===== src/design/atce_pkg.sv =====
// ----------------------------------------------------------------------------
// atce_pkg
// shared types, widths and character codes of the ansi text console engine
// ----------------------------------------------------------------------------
`default_nettype none

package atce_pkg;

    // default screen geometry and parameter count
    localparam int DEF_SCREEN_COLS = 80;
    localparam int DEF_SCREEN_ROWS = 25;
    localparam int DEF_MAX_PARAMS  = 16;

    // widths of the word fields
    localparam int CHAR_W  = 8;
    localparam int RADDR_W = 11;
    localparam int OCOL_W  = 7;
    localparam int OROW_W  = 5;
    localparam int OPOS_W  = 11;
    localparam int CELL_W  = 16;
    localparam int PARAM_W = 16;

    localparam int S_TDATA_W = 24;
    localparam int M_TDATA_W = 40;

    localparam logic [CELL_W-1:0] BLANK_CELL = 16'h0720;
    localparam logic [7:0]        ATTR_RESET = 8'h07;
    localparam logic [7:0]        ATTR_BOLD  = 8'h0f;
    localparam logic [7:0]        ATTR_REV   = 8'h70;

    // word kinds carried in tuser
    localparam logic OP_FEED = 1'b0;
    localparam logic OP_READ = 1'b1;

    // byte codes
    localparam logic [7:0] CH_BS    = 8'd8;
    localparam logic [7:0] CH_LF    = 8'd10;
    localparam logic [7:0] CH_CR    = 8'd13;
    localparam logic [7:0] CH_ESC   = 8'd27;
    localparam logic [7:0] CH_SPACE = 8'd32;
    localparam logic [7:0] CH_TILDE = 8'd126;
    localparam logic [7:0] CH_DEL   = 8'd127;
    localparam logic [7:0] CH_0     = 8'h30;
    localparam logic [7:0] CH_9     = 8'h39;
    localparam logic [7:0] CH_7     = 8'h37;
    localparam logic [7:0] CH_8     = 8'h38;
    localparam logic [7:0] CH_SEMI  = 8'h3b;
    localparam logic [7:0] CH_QUES  = 8'h3f;
    localparam logic [7:0] CH_LBRK  = 8'h5b;
    localparam logic [7:0] CH_BTICK = 8'h60;
    localparam logic [7:0] CH_UA    = 8'h41;
    localparam logic [7:0] CH_UB    = 8'h42;
    localparam logic [7:0] CH_UC    = 8'h43;
    localparam logic [7:0] CH_UD    = 8'h44;
    localparam logic [7:0] CH_UE    = 8'h45;
    localparam logic [7:0] CH_UF    = 8'h46;
    localparam logic [7:0] CH_UG    = 8'h47;
    localparam logic [7:0] CH_UH    = 8'h48;
    localparam logic [7:0] CH_UJ    = 8'h4a;
    localparam logic [7:0] CH_UK    = 8'h4b;
    localparam logic [7:0] CH_LA    = 8'h61;
    localparam logic [7:0] CH_LD    = 8'h64;
    localparam logic [7:0] CH_LE    = 8'h65;
    localparam logic [7:0] CH_LF_F  = 8'h66;
    localparam logic [7:0] CH_LM    = 8'h6d;

    // sgr code bases
    localparam logic [7:0] SGR_FG_LO  = 8'd30;
    localparam logic [7:0] SGR_FG_HI  = 8'd37;
    localparam logic [7:0] SGR_BG_LO  = 8'd40;
    localparam logic [7:0] SGR_BG_HI  = 8'd47;
    localparam logic [7:0] SGR_BR_LO  = 8'd90;
    localparam logic [7:0] SGR_BR_HI  = 8'd97;
    localparam logic [PARAM_W-1:0] SGR_BOLD  = 16'd1;
    localparam logic [PARAM_W-1:0] SGR_ULINE = 16'd4;
    localparam logic [PARAM_W-1:0] SGR_REV   = 16'd7;
    localparam logic [PARAM_W-1:0] SGR_NOREV = 16'd27;

    // erase modes
    localparam logic [PARAM_W-1:0] ERASE_TO_END   = 16'd0;
    localparam logic [PARAM_W-1:0] ERASE_TO_START = 16'd1;
    localparam logic [PARAM_W-1:0] ERASE_ALL      = 16'd2;

    typedef enum logic [1:0] {
        PS_TEXT,
        PS_ESC,
        PS_CSI_START,
        PS_CSI_PARAM
    } t_parse;

    typedef enum logic [2:0] {
        SQ_IDLE,
        SQ_READ,
        SQ_SCR_RD,
        SQ_SCR_WR,
        SQ_FILL,
        SQ_PUT,
        SQ_SGR
    } t_seq;

    typedef struct packed {
        logic               op;
        logic [CHAR_W-1:0]  char_code;
        logic [RADDR_W-1:0] read_addr;
    } t_item;

endpackage

`default_nettype wire


===== src/design/atce_front.sv =====
// ----------------------------------------------------------------------------
// atce_front
// accepts input words and holds them in a two-entry queue for the back end
// ----------------------------------------------------------------------------
`default_nettype none

module atce_front (
    input  wire logic                            i_clk,
    input  wire logic                            i_rst_n,
    input  wire logic                            i_valid,
    output logic                                 o_ready,
    input  wire atce_pkg::t_item                 i_item,
    output logic                                 o_q_valid,
    output atce_pkg::t_item                      o_q_item,
    input  wire logic                            i_q_pop
);
    import atce_pkg::*;

    t_item      r_mem [2];
    logic       r_wptr, r_rptr;
    logic [1:0] r_count;
    logic       push;

    assign o_ready   = (r_count != 2'd2);
    assign push      = i_valid && o_ready;
    assign o_q_valid = (r_count != 2'd0);
    assign o_q_item  = r_mem[r_rptr];

    always_ff @(posedge i_clk) begin
        if (!i_rst_n) begin
            r_wptr  <= 1'b0;
            r_rptr  <= 1'b0;
            r_count <= 2'd0;
        end else begin
            if (push) begin
                r_wptr <= ~r_wptr;
            end
            if (i_q_pop) begin
                r_rptr <= ~r_rptr;
            end
            r_count <= r_count + 2'(push) - 2'(i_q_pop);
        end
    end

    always_ff @(posedge i_clk) begin
        if (push) begin
            r_mem[r_wptr] <= i_item;
        end
    end

endmodule

`default_nettype wire


===== config.mk =====
export PLATFORM = sky130hd
export DESIGN_NAME = atce_front
export DESIGN_NICKNAME = d
export VERILOG_FILES = /design/src/design/atce_pkg.sv /design/src/design/atce_front.sv
export SDC_FILE = /design/constraint.sdc
export NUM_CORES = 1
export LEC_CHECK = 0
export ABC_AREA = 1
export BUFFER_PORTS_ARGS = -buffer_cell sky130_fd_sc_hd__clkbuf_2
export CAP_MARGIN = 25
export CORE_MARGIN = 3
export CORE_UTILIZATION = 55
export DETAILED_ROUTE_END_ITERATION = 12
export PLACE_DENSITY = 0.81
export SYNTH_ARGS = -nofsm -noshare
export SYNTH_HDL_FRONTEND = slang
export SYNTH_SLANG_ARGS = --single-unit

===== constraint.sdc =====
create_clock -name i_clk -period 5.48 [get_ports i_clk]
set_clock_uncertainty 0.1 [all_clocks]
set_input_delay 0.274 -clock i_clk [delete_from_list [all_inputs] [get_ports i_clk]]
set_output_delay 0.274 -clock i_clk [all_outputs]
set_load 0.01 [all_outputs]

# ---- Word level (Yosys, flattened, before mapping)
# Memories as Yosys holds them, arrays and structs flattened. A register that Yosys moved wholly into a read port is not among the register bits.
# Index checks and enable logic that the tools add are counted.
dict set report word_totals {
  register_bits 4
  latch_bits 0
  ram_bits 40
  mem_bits_ro 0
  inputBits 24
  output_inout_bits 22
  elab_cells 15
  n_memories 1
}
dict set report classes {
  addsub 2
  n_mul 0
  div 0
  n_lt_le_gt_ge 0
  eq_ne 1
  shift 0
  mux 4
  bitwise_logic 2
  n_reduce_logical 2
}
# name depth word_bits rd rd_clocked_by_memory_dff write_ports line
set memory_table {}
lappend memory_table {r_mem 2 20 1 1 1 atce_front.sv:19} ;# t_item r_mem [2];
# cell count
set ops {}
lappend ops {{two-way mux 1 bit} 4}
lappend ops {{adder 2 x 1 -> 2 bit} 1}
lappend ops {{inequality test 2 bit (second input constant)} 1}
lappend ops {{NOT 1 bit} 2}
lappend ops {{nonzero test 2 bit} 1}
lappend ops {{subtractor 2 x 1 -> 2 bit} 1}
lappend ops {{logical AND 1 bit} 1}

# ---- Longest topological paths before layout
# Gate-level depths: netlist of the first run.
dict set report depth {
  depth_word 4
  depth_mapped 11
  depth_no_buf 11
}

# ---- Worst setup path after synthesis of the first run
# No wires, ideal clock.
dict set report synth_timing {
  kind {reg2reg}
  start {register r_count[0]}
  end {memory r_mem[0][0] (netlist name), enable pin}
  setup_time_ns 0.397
  arrival_ns 1.430
  t_required_ns 4.983
  path_slack_ns 3.553
  stages_incl_launch_ff 5
  path_buffers 0
  synth_period_minus_slack_ns 1.927
  path_cell_list {dfxtp_1 > inv_1 > nand2_2 > nand2_4 > nor2_1}
}
dict set report synth_via {
  elab_chain_len 4
}
# item line
set synth_rtl {}
lappend synth_rtl {{start, declared} atce_front.sv:21} ;# logic [1:0] r_count;
lappend synth_rtl {{start signal, assigned} atce_front.sv:41} ;# r_count <= r_count + 2'(push) - 2'(i_q_pop);
lappend synth_rtl {{inequality test 2 bit} atce_front.sv:24} ;# assign o_ready = (r_count != 2'd2);
lappend synth_rtl {{named net o_ready} atce_front.sv:11} ;# output logic o_ready,
lappend synth_rtl {{logical AND 1 bit} atce_front.sv:25} ;# assign push = i_valid && o_ready;
lappend synth_rtl {{two-way mux 1 bit} atce_front.sv:46} ;# if (push) begin
lappend synth_rtl {{two-way mux 1 bit (implied by the code)} atce_front.sv:47} ;# r_mem[r_wptr] <= i_item;
lappend synth_rtl {{end, declared} atce_front.sv:19}
# The timed path passes the listed nets, and every way through them passes these cells.

==> results of run 1 <==
==> area by class of cell <==
class | instances | area [sq um]
clock buffer | 6 | 41.3
clock inverter | 2 | 10.0
fill | 188 | 662
inverter | 7 | 26.3
multi-input combinational | 40 | 428
sequential | 45 | 1300
tap | 42 | 52.6
timing repair buffer | 62 | 403
==> cells in the final DEF (no fill, tap or decap), drive strengths merged <==
cell type / count
clkinv: 2
xnor2: 2
a21oi: 2
buf: 3
nand2: 9
edfxtp: 40
nor3: 1
ha: 1
inv: 7
clkbuf: 51
nand3: 1
dfxtp: 5
dlygate4sd3: 14
nor2: 4
mux2: 20
==> through the flow <==
step,instances,worst slack (ns),power (mW),util,hold WS (ns)
6_report,204,3.34,0.704,0.774,0.0153
4_1_cts,193,3.33,0.701,0.733,0.00272
3_5_place_dp,180,3.57,0.556,0.698,0.371
2_1_floorplan,94,3.55,0.510,-,0.267
5_1_grt,204,3.25,0.740,0.774,0.00390
3_3_place_gp,180,3.66,0.548,0.698,0.365
==> critical path, cell delays in order (launching register included) <==
cell and delay (ns):
dfxtp_1 0.60, buf_4 0.36, mux2_4 0.33, clkbuf_2 0.13
==> registers in the layout, indices dropped and copies added, names as in the netlist, named ones only <==
name	count
r_count	2
r_mem	40
r_rptr	1
r_wptr	1
==> routing by layer <==
metal | global-route usage | vias to the layer above | routed length (microns)
met5 | 0 | - | 0
met3 | 0.0665 | 6 | 158
met1 | 0.168 | 460 | 1170
li1 | - | 479 | -
met4 | 0.0579 | 0 | 46
met2 | 0.285 | 29 | 1650
==> synthesized netlist by cell type <==
cell type  number  area, sq um
nor3_2          1         10.0
a21oi_1         1         5.00
inv_1           7         26.3
nand3_2         1         10.0
nand2_2         1         6.26
nand2_4         1         11.3
nor2_1          3         11.3
nor2_2          1         6.26
nand2_1         7         26.3
dfxtp_1         5          100
buf_6           2         22.5
mux2_4         20          300
ha_1            1         12.5
edfxtp_1       40         1200
xnor2_1         2         17.5
a21oi_2         1         8.76
==> cells by family (layout without fill, tap and decap cells) <==
group	count (synthesis)	count (layout)	synth area share
buffers and inverters	9	77	0.0275
adder cells (fa/ha/maj)	1	1	0.00705
XOR/XNOR	2	2	0.00987
flip-flops	45	45	0.733
multiplexers	20	20	0.169
AND/OR/NAND/NOR	15	15	0.0458
AO/OA/AOI/OAI	2	2	0.00775
==> power by group <==
| part | internal, mW | leakage [nW] | total (mW) | switching (mW) |
|---|---|---|---|---|
| sequential | 0.407 | 0.415 | 0.419 | 0.0120 |
| combinational | 0.0722 | 0.501 | 0.140 | 0.0676 |
| clock | 0.0489 | 0.0320 | 0.145 | 0.0962 |
| total | 0.528 | 0.947 | 0.704 | 0.176 |
==> path summary, 6_finish.rpt <==
| check | to | start |
|---|---|---|
| max | o_q_item[15] | flop |
| min | r_mem[0][19] | i_item[19] |
| max reg2reg | r_count[1] | r_count[0] |
| min reg2reg | r_rptr | r_rptr |
==> out/qor.txt, run 1 <==
CTS Hold Buffers Added: 5
Post-CTS Resized: 0
I/O Pins: 46
TNS Setup: 0 ns
RSZ-0062 raised after global routing: no
drt first-iter violations: 28
Tcrit/Tclk final: 0.390
Die Height: 62.8 microns
area of the core: 2920 sq um
routed len/inst: 14.8 microns
Finish-stage setup viols: 0
Seq/Total Area, Yosys: 0.733
GRT overflow: 0
CP Capture Type: output port
Post-DP Area: 2040 sq um
site row count: 19
Peak VDD IR: 0.000254 V
initial antenna violation count: 0
Via density: 4.77
worst endpoint required time: 5.11 ns
postcts setup bufs: 0
Syn. warnings: 0
cells after synthesis: 94
diodes inserted: 0
Critical Path AT: 1.76 ns
Finished Cell Area: 2260 sq um
Seq cells post-synth: 45
Max Freq: 468 MHz
Avg Cell Area, Syn: 18.9 sq um
HPWL after DPL: 2020 microns
vias in the first global route: 1025
initial core utilization: 0.607
Root Driver: clkbuf_4
Synth Net Count: 119
PortBufs: 45
Final Hold Vio Count: 0
R2R depth: 11
Lkg Pwr: 0.947 nW
Reg clk slew, reported paths: 0.12 ns
first-pass GRT wire length: 4780 microns
CTS tree: built
Via Count: 974
total global-route track usage: 0.160
Cell variety after synth: 16
kind of critical path: reg -> out
DRC viols: 0
slew margin rel.: 0.722
cts bufs inserted: 5
largest net degree at the start of global routing: 22
Area Growth Syn to Fin: 27.4%
FF-to-FF setup slack: 3.93 ns
Die Wd: 62.8 microns
Max Cap Violations: 0
CP max FO: 14
Slew Viols, Final: 0
mapped cell area: 1780 sq um
fin crit period: 2.14 ns
Final #Nets: 186
clk buf depth: 2
drt first pass iters: 4
Post-Route WL: 3020 microns
Critical Path Source Type: flop
later-pin clock latency in the skew report: 0.35 ns
Routed Antenna Nets: 0
RePlAce Congestion: 0.679
slew at the pin closest to its max-slew limit: 0.417 ns
HP Class: in -> reg
pwr dens: 311 nW/um^2
clock sink count: 45
status: finished clean
Worst Hold Depth: 1
H-tree levels: 2
die area: 3950 sq um
layout cell share with drive strength beyond 1: 0.506
(Power assumes the default switching activity.)
==> run 2: changes to the inputs <==
Settings changed: CORE_UTILIZATION 55 to 51, PLACE_DENSITY 0.81 to 0.75.
Clock period 5.48 ns to 2.05 ns, I/O delays scaled along.
==> run 2 against run 1 <==
- non-clock buffer count is 10 higher
- worst setup slack got worse by 2.9 ns
- global-route usage increased by 0.29 points
- sequential power rose to 2.7 times the previous value
- hold slack worse by 0.0051 ns
- cell area rose by 4.7%
- critical path depth unchanged
- largest cell class unchanged
- highest routed layer unchanged
==> out/qor.txt, run 2 (synthesized netlist as in run 1, its figures left out) <==
Final Hold Vio Count: 0
CP Capture Type: output port
cts bufs inserted: 5
max FFs per register: 40
CP max FO: 13
most frequent cells in the layout: clkbuf_2, edfxtp_1, dlygate4sd3_1
later-pin clock latency in the skew report: 0.34 ns
total global-route track usage: 0.163
site row count: 20
most common cell after layout, fill and taps aside: clkbuf_2
Via Count: 1028
Routed Antenna Nets: 0
HP Class: in -> reg
initial antenna violation count: 0
GRT overflow: 0
family with the most delay on the worst path: buffers and inverters
TNS Setup: 0 ns
die area: 4230 sq um
final core utilization: 0.745
H-tree levels: 2
worst endpoint required time: 1.85 ns
routed len/inst: 14.3 microns
Critical Path Source Type: flop
crit path cell chain: buf_4, mux2_4, clkbuf_2
slew margin rel.: 0.816
drt first-iter violations: 29
postcts setup bufs: 0
area of the core: 3180 sq um
DRC viols: 0
first-pass GRT wire length: 4970 microns
pwr dens: 849 nW/um^2
Critical Path AT: 1.42 ns
Die Height: 65 microns
Via density: 4.76
kind of critical path: reg -> out
initial core utilization: 0.559
dpl cells: 186
Finished Cell Area: 2370 sq um
Max Freq: 618 MHz
CP max-delay cell: dfxtp_1
layout cell share with drive strength beyond 1: 0.483
RePlAce Congestion: 0.645
PortBufs: 45
drt first pass iters: 4
RSZ-0062 raised after global routing: no
Largest Register: r_mem
Post-DP Area: 2070 sq um
Tcrit/Tclk final: 0.790
CTS tree: built
Peak VDD IR: 0.000553 V
Area Growth Syn to Fin: 33.4%
Post-Route WL: 3090 microns
Lkg Pwr: 0.995 nW
Worst path max stage delay: 0.35 ns
DP Worst Slack: 0.538 ns
Regs by FF count: r_mem: 40 flops, r_count: 2 flops
post-route setup slack: 0.431 ns
I/O Pins: 46
Non-Filler Instances: 216
Max Cap Violations: 0
Slew Viols, Final: 0
WP buf/inv: 2
HPWL after DPL: 1990 microns
Die Wd: 65 microns
clock sink count: 45
vias in the first global route: 1062
slew at the pin closest to its max-slew limit: 0.276 ns
Root Driver: clkbuf_4
Final #Nets: 196
Finish-stage setup viols: 0
status: finished clean
diodes inserted: 0
clk buf depth: 2
largest net degree at the start of global routing: 21
fin crit period: 1.62 ns
Reg clk slew, reported paths: 0.11 ns
## run 2: cell count changes in the layout (fill, tap and decap cells not counted)
cell,change
dlygate4sd3_1,+8
buf_4,+4
buf_8,-2
clkinv_2,-2
bufinv_16,+1
clkinv_1,+1
## run 2: worst register-to-register path, delay by kind of cell (launching register included)
kind / cells / cell delay, ns
fa+ha+maj: 1 / 0.21
buf+inv: 3 / 0.20
flops: 1 / 0.36
xor+xnor: 1 / 0.14
simple gates: 5 / 0.39
compound gates: 1 / 0.11
## run 2: where the power goes
group | internal, mW | switching [mW] | leakage, nW | total (mW)
Clock | 0.254 | 0.249 | 0.0399 | 0.503
Combinational | 0.201 | 0.190 | 0.540 | 0.392
Sequential | 1.09 | 0.0269 | 0.415 | 1.12
Total | 1.54 | 0.466 | 0.995 | 2.01
## run 2: layout make-up
type | count | area (sq um)
fillers | 203 | 810
clock buffers | 6 | 41.3
repair buffers | 72 | 483
inverters | 7 | 26.3
multi-input cells | 40 | 428
well taps | 44 | 55.1
flip-flops and latches | 45 | 1300
clock inverters | 2 | 33.8
## run 2: stage by stage
step	hold slack [ns]	power (mW)
finish	0.0102	2.01
global placement	0.192	1.48
CTS	0.0000115	2.03
detailed placement	0.196	1.50
global route	0.0226	2.10
floorplan	0.0960	1.36
## run 2: repair_timing
item,4_1_cts,5_1_grt
hold buffers,22,0
endpoints found under the hold margin,45,0
resized for setup,0,0
setup endpoints to repair,0,0
## run 2: worst paths after layout
check	from	endpoint	slack (ns)	cells past startpoint
max	flop	o_q_item[2]	0.43	3
min	i_valid	r_wptr	0.01	3
max reg2reg	r_count[0]	r_count[1]	0.49	11
min reg2reg	r_rptr	r_rptr	0.45	2
## run 2: per-layer routing
metal | vias to the layer above | share of wire | routed length, microns | GRT usage
met5 | - | 0 | 0 | 0
met4 | 0 | 0.0081 | 25 | 0.0449
met3 | 2 | 0.065 | 201 | 0.0537
met2 | 39 | 0.56 | 1740 | 0.314
met1 | 489 | 0.36 | 1120 | 0.164
li1 | 498 | - | - | -
==> run 3: changes to the inputs <==
Clock period 2.05 ns to 1.7 ns, I/O delays scaled along.
==> run 3 against run 2 <==
- non-clock buffer count rose by 2
- total power rose by 21%
- sequential share of layout area fell by 0.35 points
- clock power rose by 21%
- sequential power rose by 20%
- wire length fell by 3.0%
- core utilization rose by 0.47 points
- sequential cell count did not move
- via count fell by 0.29%
- die area did not move
- cell count rose by 0.46%
- highest routed layer unchanged
==> out/qor.txt, run 3 (synthesized netlist as in run 1, its figures left out) <==
status: finished clean
site row count: 20
Die Wd: 65 microns
CP Capture Type: output port
DRC viols: 0
RePlAce Congestion: 0.645
Via Count: 1025
CP max FO: 14
TNS Setup: 0 ns
CP max-delay cell: dfxtp_1
initial antenna violation count: 0
H-tree levels: 2
drt first pass iters: 4
Area Growth Syn to Fin: 34.2%
Post-CTS Resized: 0
Worst path max stage delay: 0.34 ns
Final #Nets: 198
RSZ-0062 raised after global routing: no
post-route setup slack: 0.0974 ns
slew margin rel.: 0.825
kind of critical path: reg -> out
Finished Cell Area: 2380 sq um
largest net degree at the start of global routing: 15
cts bufs inserted: 5
vias in the first global route: 1067
pwr dens: 1020 nW/um^2
Reg clk slew, reported paths: 0.12 ns
Lkg Pwr: 1.01 nW
family with the most delay on the worst path: buffers and inverters
total global-route track usage: 0.165
P_sw: 565 uW
postcts setup bufs: 0
GRT overflow: 0
Max Cap Violations: 0
dpl cells: 187
Finish-stage setup viols: 0
I/O Pins: 46
Post-DP Area: 2080 sq um
Final Hold Vio Count: 0
Non-Filler Instances: 217
Switching Fraction: 0.233
clk buf depth: 2
Max Freq: 624 MHz
first-pass GRT wire length: 4950 microns
Critical Path Source Type: flop
HPWL after DPL: 2080 microns
initial core utilization: 0.559
DP Worst Slack: 0.186 ns
WP buf/inv: 2
fin crit period: 1.60 ns
Routed Antenna Nets: 0
clock share of power: 0.251
Largest Register: r_mem
diodes inserted: 0
Via density: 4.72
Tcrit/Tclk final: 0.943
CTS Hold Buffers Added: 23
Post-Route WL: 3000 microns
clock sink count: 45
later-pin clock latency in the skew report: 0.34 ns
Slew Viols, Final: 0
area of the core: 3180 sq um
most frequent cells in the layout: clkbuf_2, edfxtp_1, dlygate4sd3_1
routed len/inst: 13.8 microns
Regs by FF count: r_mem: 40 flops, r_count: 2 flops
Root Driver: clkbuf_4
die area: 4230 sq um
worst endpoint required time: 1.51 ns
layout cell share with drive strength beyond 1: 0.491
CTS tree: built
Comb power frac: 0.196
slew at the pin closest to its max-slew limit: 0.262 ns
Flop pwr share: 0.553
drt first-iter violations: 22
Peak VDD IR: 0.000720 V
Critical Path AT: 1.42 ns
crit path cell chain: buf_4, mux2_4, clkbuf_2
most common cell after layout, fill and taps aside: clkbuf_2
max FFs per register: 40
Die Height: 65 microns
Internal Pwr Total: 1.86 mW
PortBufs: 45
HP Class: in -> reg
[run 3: power by group through the flow]
stage          logic, mW  clock network, mW  registers [mW]
2_1_floorplan      0.283                  0            1.36
3_3_place_gp       0.423                  0            1.36
3_5_place_dp       0.439                  0            1.37
4_1_cts            0.482              0.630            1.34
5_1_grt            0.519              0.667            1.35
6_report           0.475              0.608            1.34
[run 3: worst reg2reg max path: cells and delay by family (launching register included)]
family	cells	cell delay (ns)
buf+inv	3	0.19
flops	1	0.36
simple gates	5	0.39
xor+xnor	1	0.15
fa+ha+maj	1	0.19
compound gates	1	0.11
[run 3: final timing paths]
| path | startpoint | end | cells after the start | slack (ns) |
|---|---|---|---|---|
| worst min register to register | r_rptr | r_rptr | 2 | 0.45 |
| worst max-delay path | flop | o_q_item[12] | 3 | 0.1 |
| worst min-delay path | i_item[10] | r_mem[1][10] | 2 | 0.36 |
| worst max register to register | r_count[0] | r_count[1] | 11 | 0.16 |
[run 3: layer usage]
metal	part of all wire	vias to the layer above	global-route usage	routed length [microns]
met2	0.55	28	0.289	1640
met4	0.027	0	0.0871	82
met5	0	-	0	0
met3	0.044	7	0.0537	131
li1	-	499	-	-
met1	0.38	491	0.176	1150
[run 3: stage by stage]
stage,total power [mW],util,hold slack (ns)
after floorplan,1.64,-,0.0785
after global placement,1.78,0.655,0.175
after detailed placement,1.81,0.655,0.178
after CTS,2.46,0.750,0.338
after global routing,2.54,0.750,0.344
final,2.43,0.750,0.358
[run 3: area by class of cell]
type | count | area (sq um)
clock buffers | 5 | 37.5
flip-flops and latches | 45 | 1300
repair buffers | 74 | 500
fillers | 215 | 795
well taps | 44 | 55.1
inverters | 7 | 26.3
clock inverters | 2 | 35.0
multi-input cells | 40 | 428
